<file path="src/spn_pkg.sv">
// Shared types, S-box tables and layer functions for the 16-bit SPN cipher.
package spn_pkg;

  localparam int unsigned BlockW = 16;
  localparam int unsigned KeyW   = 32;
  localparam int unsigned NumCells = 4;

  typedef enum logic {
    ACT_ENCRYPT = 1'b0,
    ACT_DECRYPT = 1'b1
  } action_e;

  typedef logic [3:0] nibble_t;
  typedef logic [BlockW-1:0] block_t;

  localparam nibble_t FwdBox [16] = '{
    4'd14, 4'd4, 4'd13, 4'd1, 4'd2, 4'd15, 4'd11, 4'd8,
    4'd3, 4'd10, 4'd6, 4'd12, 4'd5, 4'd9, 4'd0, 4'd7
  };

  localparam nibble_t InvBox [16] = '{
    4'd14, 4'd3, 4'd4, 4'd8, 4'd1, 4'd12, 4'd10, 4'd15,
    4'd7, 4'd13, 4'd9, 4'd6, 4'd11, 4'd2, 4'd0, 4'd5
  };

  // Data handed from one cell to the next.
  typedef struct packed {
    logic    valid;
    action_e action;
    block_t  data;
  } stage_t;

  // Per-cell wiring: position in the chain and the round keys it uses.
  typedef struct packed {
    logic   is_first;
    logic   is_last;
    block_t enc_key;
    block_t enc_final_key;
    block_t dec_pre_key;
    block_t dec_key;
  } cell_ctrl_t;

  function automatic block_t sub_fwd(block_t x);
    block_t y;
    for (int n = 0; n < 4; n++) begin
      y[4*n +: 4] = FwdBox[x[4*n +: 4]];
    end
    return y;
  endfunction

  function automatic block_t sub_inv(block_t x);
    block_t y;
    for (int n = 0; n < 4; n++) begin
      y[4*n +: 4] = InvBox[x[4*n +: 4]];
    end
    return y;
  endfunction

  // Bit transpose, MSB-first numbering: out bit 4a+b takes in bit 4b+a.
  function automatic block_t perm(block_t x);
    block_t y;
    for (int a = 0; a < 4; a++) begin
      for (int b = 0; b < 4; b++) begin
        y[15-(4*a+b)] = x[15-(4*b+a)];
      end
    end
    return y;
  endfunction

  function automatic block_t round_key(logic [KeyW-1:0] key, int unsigned r);
    return key[KeyW-1-4*r -: BlockW];
  endfunction

endpackage

</file>
<file path="src/spn_in_if.sv">
// Request channel: operation and input block.
interface spn_in_if;
  import spn_pkg::*;
  logic    valid;
  logic    ready;
  action_e action;
  block_t  block_in;

  modport source (output valid, output action, output block_in, input ready);
  modport sink   (input valid, input action, input block_in, output ready);
endinterface

</file>
<file path="src/spn_out_if.sv">
// Result channel: output block.
interface spn_out_if;
  import spn_pkg::*;
  logic   valid;
  logic   ready;
  block_t block_out;

  modport source (output valid, output block_out, input ready);
  modport sink   (input valid, input block_out, output ready);
endinterface

</file>
<file path="src/spn_16bit_block_cipher.sv">
// Top level of the 16-bit SPN block cipher: key register and chain of round cells.
//
// Encrypts or decrypts one 16-bit block per request under a 32-bit key. Four
// round cells form a pipeline, one round per cell, so a result passes through
// every cell register in turn. While the chain advances, a new request is
// taken every cycle. The chain moves as a whole: it advances whenever the last
// cell is empty or its result is taken, so a stalled result holds every cell
// behind it. The key is written through cfg_we_i/cfg_wdata_i and resets to
// zero; write it only while no request is in flight.
module spn_16bit_block_cipher
  import spn_pkg::*;
(
  input  logic            clk_i,
  input  logic            rst_ni,
  spn_in_if.sink          in_ch,
  spn_out_if.source       out_ch,
  input  logic            cfg_we_i,
  input  logic [KeyW-1:0] cfg_wdata_i
);

  logic [KeyW-1:0] key_q;
  logic            advance;
  stage_t          chain [NumCells+1];
  cell_ctrl_t      ctrl [NumCells];

  always_ff @(posedge clk_i or negedge rst_ni) begin
    if (!rst_ni) begin
      key_q <= '0;
    end else if (cfg_we_i) begin
      key_q <= cfg_wdata_i;
    end
  end

  // Advance when the last cell is empty or its result is taken.
  assign advance     = !chain[NumCells].valid || out_ch.ready;
  assign in_ch.ready = advance;

  assign chain[0].valid  = in_ch.valid;
  assign chain[0].action = in_ch.action;
  assign chain[0].data   = in_ch.block_in;

  for (genvar i = 0; i < NumCells; i++) begin : g_cell
    assign ctrl[i].is_first      = (i == 0);
    assign ctrl[i].is_last       = (i == NumCells - 1);
    assign ctrl[i].enc_key       = round_key(key_q, i);
    assign ctrl[i].enc_final_key = round_key(key_q, NumCells);
    assign ctrl[i].dec_pre_key   = round_key(key_q, NumCells);
    assign ctrl[i].dec_key       = round_key(key_q, NumCells - 1 - i);

    spn_round_cell u_cell (
      .clk_i     (clk_i),
      .rst_ni    (rst_ni),
      .advance_i (advance),
      .ctrl_i    (ctrl[i]),
      .stage_i   (chain[i]),
      .stage_o   (chain[i+1])
    );
  end

  assign out_ch.valid     = chain[NumCells].valid;
  assign out_ch.block_out = chain[NumCells].data;

endmodule

</file>
<file path="src/spn_round_cell.sv">
// One round cell: a key/S-box/permutation round in either direction, registered.
module spn_round_cell
  import spn_pkg::*;
(
  input  logic       clk_i,
  input  logic       rst_ni,
  input  logic       advance_i,
  input  cell_ctrl_t ctrl_i,
  input  stage_t     stage_i,
  output stage_t     stage_o
);

  logic   valid_q;
  action_e action_q;
  block_t data_q;
  block_t data_d;
  block_t sub_in;
  block_t sub_out;

  always_comb begin
    data_d = '0;
    sub_in = '0;
    sub_out = '0;
    case (stage_i.action)
      ACT_ENCRYPT: begin
        sub_out = sub_fwd(stage_i.data ^ ctrl_i.enc_key);
        data_d  = ctrl_i.is_last ? (sub_out ^ ctrl_i.enc_final_key) : perm(sub_out);
      end
      ACT_DECRYPT: begin
        sub_in  = ctrl_i.is_first ? (stage_i.data ^ ctrl_i.dec_pre_key) : perm(stage_i.data);
        sub_out = sub_inv(sub_in);
        data_d  = sub_out ^ ctrl_i.dec_key;
      end
      default: data_d = '0;
    endcase
  end

  always_ff @(posedge clk_i or negedge rst_ni) begin
    if (!rst_ni) begin
      valid_q <= 1'b0;
    end else if (advance_i) begin
      valid_q <= stage_i.valid;
    end
  end

  always_ff @(posedge clk_i) begin
    if (advance_i) begin
      action_q <= stage_i.action;
      data_q   <= data_d;
    end
  end

  assign stage_o.valid  = valid_q;
  assign stage_o.action = action_q;
  assign stage_o.data   = data_q;

endmodule

</file>
<file path="src/flat_wrapper.sv">
// flat-port wrapper written by rule: the top's interface ports become plain ports
module spn_16bit_block_cipher_flat import spn_pkg::*;
  (clk_i, rst_ni, cfg_we_i, cfg_wdata_i, in_ch_valid, in_ch_action, in_ch_block_in, in_ch_ready, out_ch_valid, out_ch_block_out, out_ch_ready);
  spn_in_if in_ch_i ();
  spn_out_if out_ch_i ();
  input  logic clk_i;
  input  logic rst_ni;
  input  logic cfg_we_i;
  input  logic [KeyW-1:0] cfg_wdata_i;
  input wire logic [$bits(in_ch_i.valid)-1:0] in_ch_valid;
  input wire logic [$bits(in_ch_i.action)-1:0] in_ch_action;
  input wire logic [$bits(in_ch_i.block_in)-1:0] in_ch_block_in;
  output wire logic [$bits(in_ch_i.ready)-1:0] in_ch_ready;
  output wire logic [$bits(out_ch_i.valid)-1:0] out_ch_valid;
  output wire logic [$bits(out_ch_i.block_out)-1:0] out_ch_block_out;
  input wire logic [$bits(out_ch_i.ready)-1:0] out_ch_ready;
  assign in_ch_i.valid = in_ch_valid;
  assign in_ch_i.action = in_ch_action;
  assign in_ch_i.block_in = in_ch_block_in;
  assign in_ch_ready = in_ch_i.ready;
  assign out_ch_valid = out_ch_i.valid;
  assign out_ch_block_out = out_ch_i.block_out;
  assign out_ch_i.ready = out_ch_ready;
  spn_16bit_block_cipher u_core (.clk_i(clk_i), .rst_ni(rst_ni), .in_ch(in_ch_i), .out_ch(out_ch_i), .cfg_we_i(cfg_we_i), .cfg_wdata_i(cfg_wdata_i));
endmodule
</file>
<file path="config.mk">
export PLATFORM = sky130hd
export DESIGN_NAME = spn_16bit_block_cipher_flat
export DESIGN_NICKNAME = d
export VERILOG_FILES = /design/src/spn_pkg.sv /design/src/spn_in_if.sv /design/src/spn_out_if.sv /design/src/spn_16bit_block_cipher.sv /design/src/spn_round_cell.sv /design/src/flat_wrapper.sv
export SDC_FILE = /design/constraint.sdc
export NUM_CORES = 1
export LEC_CHECK = 0
export BUFFER_PORTS_ARGS = -buffer_cell sky130_fd_sc_hd__buf_2
export CELL_PAD_IN_SITES_DETAIL_PLACEMENT = 2
export CELL_PAD_IN_SITES_GLOBAL_PLACEMENT = 2
export CORE_AREA = 5 5 197 180
export DETAILED_ROUTE_END_ITERATION = 7
export DIE_AREA = 0 0 202 185
export PLACE_DENSITY_LB_ADDON = 0.1
export SETUP_SLACK_MARGIN = 0.15
export SYNTH_ARGS = -nofsm -noshare
export SYNTH_HDL_FRONTEND = slang
export SYNTH_HIERARCHICAL = 1
export SYNTH_SLANG_ARGS = --single-unit
</file>
<file path="constraint.sdc">
create_clock -name clk_i -period 10.13 [get_ports clk_i]
set_input_delay 2.5325 -clock clk_i [delete_from_list [all_inputs] [get_ports clk_i]]
set_output_delay 2.5325 -clock clk_i [all_outputs]
set_load 0.1 [all_outputs]
</file>
# After elaboration in Yosys (flattened, before gate mapping)
# Memories as Yosys holds them, arrays and structs flattened.
# Index checks and enable logic that the tools add are counted.
# totals
reg_bits	103
romBits	2048
inputBits	54
out_inout_bits	18
wordCells	192
mem_count	32
# op_classes
order_cmp	32
mux	68
bitwise_logic	46
n_reduce_logical	2
# mem_list
memory	depth	word_bits	rd	rd_clocked_by_memory_dff	wr	line_no	rtl
(no name shown)	16	4	1	0	0	spn_pkg.sv:46	y[4*n +: 4] = FwdBox[x[4*n +: 4]];
(no name shown)	16	4	1	0	0	spn_pkg.sv:46	
(no name shown)	16	4	1	0	0	spn_pkg.sv:46	
(no name shown)	16	4	1	0	0	spn_pkg.sv:46	
(no name shown)	16	4	1	0	0	spn_pkg.sv:54	y[4*n +: 4] = InvBox[x[4*n +: 4]];
(no name shown)	16	4	1	0	0	spn_pkg.sv:54	
26 more memories	n/a	n/a	n/a	n/a	n/a	n/a	
# ops
operator	n
2-to-1 mux 4 bit	64
>= comparator 5 bit, second input constant	32
inverter 4 -> 5 bit	32
bitwise XOR 16 bit	10
one-hot mux 16 bit (2 select lines)	4
inverter 1 bit	4
zero test 1 bit	1
logical OR 1 bit	1

# Depth between registers and ports, before layout
# logic_depth
word_depth	7
ltp_mapped	12
ltp_nobuf	10

# Hierarchy
# Netlist, hierarchy kept.
# by_module_without_submodules
mod	n_inst	cells_each	area_each_um2	seq_area_each_um2
spn_round_cell (u_core.g_cell[1].u_cell ...)	3	368	3220.6	535.5
spn_round_cell (u_core.g_cell[0].u_cell)	1	366	3318.2	535.5
spn_16bit_block_cipher	1	71	1358.8	800.8

# Worst setup path before layout
# No wires, ideal clock.
# synth_timing
kind	input-to-output
startpoint	input port out_ch_ready
endpoint	output port in_ch_ready
arrival_ns	4.990
required_time_ns	7.597
path_slack_ns	2.608
path_stages	1
n_path_buf	0
path_cell_list	nand2b_1
# synth_via
elab_chain_len	1
# synth_rtl
item	line_no	rtl
start, declared	flat_wrapper.sv:16	input wire logic [$bits(out_ch_i.ready)-1:0] out_ch_ready;
logical OR 1 bit	spn_16bit_block_cipher.sv:35	assign advance = !chain[NumCells].valid || out_ch.ready;
end, declared	flat_wrapper.sv:13	output wire logic [$bits(in_ch_i.ready)-1:0] in_ch_ready;
# No other way between the ends.

# Final worst setup path
# Same ends and word-level chain as after synthesis.

==> key figures <==
Run status
  • Status: completed

STA
  • Slew margin rel.: 18.8%
  • Worst clock skew: 0.0130 ns
  • Post-Route Setup TNS: 0 ns
  • Final Slew Violations: 0
  • Min Tclk post-route: 6.70 ns
  • Worst-margin pin slew: 1.22 ns
  • Final clock period utilization by the worst path: 66.1%
  • FMAX: 149 MHz
  • Final setup vio count: 0
  • Fin. Hold Viols: 0
  • Final WS setup: 3.43 ns
  • RSZ-0062 raised after global routing: no

Global routing
  • Grt total ovfl: 0
  • Vias in the first global route: 13100
  • Pin count of the biggest net entering global routing: 73
  • First-pass GRT wire length: 78600 µm
  • Total track usage: 27.2%
  • Antenna violations before repair: 3

Critical path
  • R2R cell count: 11
  • Crit. End Element: primary output
  • Crit-path slowest cell: buf_4
  • CP required: 7.60 ns
  • Critical path launch point type: input port
  • R2R Setup Slk: 6.67 ns
  • Stages on worst setup path: 4
  • CP top delay family: buffers and inverters
  • CP Max Fanout: 72
  • Worst reg2reg endpoint: u_core/g_cell[0].u_cell/data_q[7]
  • CP max stage delay: 0.82 ns
  • CP Cell Sequence: buf_2, nand2b_4, buf_4, buf_2
  • Setup Crit Path Kind: input port to primary output
  • WP data arrival: 4.17 ns
  • CP Buf/Inv Count: 3
  • R2R Path Start: u_core/key_q[5]
  • Most used cell, CP: buf_2

Die
  • # rows: 64
  • Die H: 185 µm
  • Core area: 0.0334 mm²
  • Die footprint: 0.0374 mm²
  • Initial Utilization: 42.8%
  • Top Ports: 72
  • Die W: 202 µm

Routing
  • Pre-antenna DRT Iters: 5
  • Final ANT Viol Nets: 0
  • Top sig layer: met4
  • Drt drc: 0
  • Metal-1 WL: 23100 µm
  • Metal3 WL: 1320 µm
  • Routed WL: 52100 µm
  • WL met2: 26100 µm
  • WL/cell: 25.5 µm
  • Initial DRC Count: 584
  • Via density: 5.94
  • Vias after detailed routing: 12100

Place
  • IO Port Bufs: 71
  • Final HPWL DP: 39200 µm
  • Final Wtd Congestion: 0.860
  • Area post-placement: 0.0151 mm²
  • Pre-CTS setup slack: 3.42 ns

Min path
  • Hold EP: u_core/g_cell[1].u_cell/valid_q
  • Hold wc startpoint: u_core/g_cell[1].u_cell/valid_q
  • HP Class: flop to flop
  • Hold Crit Depth: 1

Power and ir drop
  • Worst vdd ir: 0.146 mV
  • PD cells: 327 mW/mm²
  • Leakage power: 6.55 nW

Final layout
  • Most common cell after layout, fill and taps aside: xnor2_1
  • Most frequent cells in the layout: 145 x xnor2_1, 122 x mux2i_1, 106 x xor2_1, 92 x ha_1, 89 x nor2_1
  • Design area: 0.0154 mm²
  • Final core utilization: 46.0%
  • Syn-to-layout area delta: 7.51%
  • FILL cells: 3690
  • Final net count: 1754
  • Layout cells sized above 1: 17.0%

Logic synthesis
  • Post-synthesis area per instance: 9.29 µm²
  • YS warnings: 6
  • Cell Area, Synth: 0.0143 mm²
  • Syn Inst Count: 1539

CTS
  • Root Driver: clkbuf_16
  • CTS H-tree lvls: 3
  • Worst-skew pair later-pin latency: 0.38 ns
  • TritonCTS Buffers: 9
  • Setup bufs post-CTS: 0
  • CTS clk-pin slew, worst paths: 0.09 ns
  • CTS tree: built
  • Hold_buf cts: 0
  • CTS max path bufs: 2
  • Sinks on Clock Net: 103
  • CTS resizes: 0

Run
  • Max-cap violations: 0
report_power, final:
group	leakage, nW	internal (mW)	total [mW]	switching, mW
Clock	0.152	0.179	0.380	0.201
Combinational	5.29	1.42	3.68	2.25
Sequential	1.11	0.690	0.967	0.278
metrics by stage:
stage	hold slack [ns]	cells	total power, mW
floorplan	0.482	1562	3.72
global placement	0.485	2026	4.40
detailed placement	0.528	2026	4.61
CTS	0.549	2042	5.03
global route	0.567	2045	5.39
finish	0.548	2045	5.02
state kept, by name, summed over array words and instances, names as in the netlist:
name and flops:
u_core/g_cell.u_cell/data_q 64, u_core/g_cell.u_cell/valid_q 4, u_core/key_q 32, u_core/g_cell.u_cell/action_q 3
layer usage:
layer | global-route usage (%) | up-vias
li1 | - | 5667
met1 | 34.5 | 6213
met2 | 48.6 | 182
met3 | 2.64 | 79
met4 | 9.19 | 0
met5 | 0 | -
layout make-up:
cell class              count  area, µm²  share of cell area, %
inverters                  74        278                   1.81
repair buffers             94        528                   3.43
clock buffers               9        225                   1.46
flip-flops and latches    103       2910                   18.9
clock inverters             7       88.8                  0.578
multi-input cells        1326      10800                   70.2
diodes                      3       7.51                 0.0488
well taps                 429        537                   3.49
worst max-delay path by stage:
stage                             from     endpoint
after global placement    out_ch_ready  in_ch_ready
after floorplan           out_ch_ready  in_ch_ready
after global routing      out_ch_ready  in_ch_ready
final                     out_ch_ready  in_ch_ready
after detailed placement  out_ch_ready  in_ch_ready
after CTS                 out_ch_ready  in_ch_ready
Note: power is estimated with default switching activity, not from simulation.
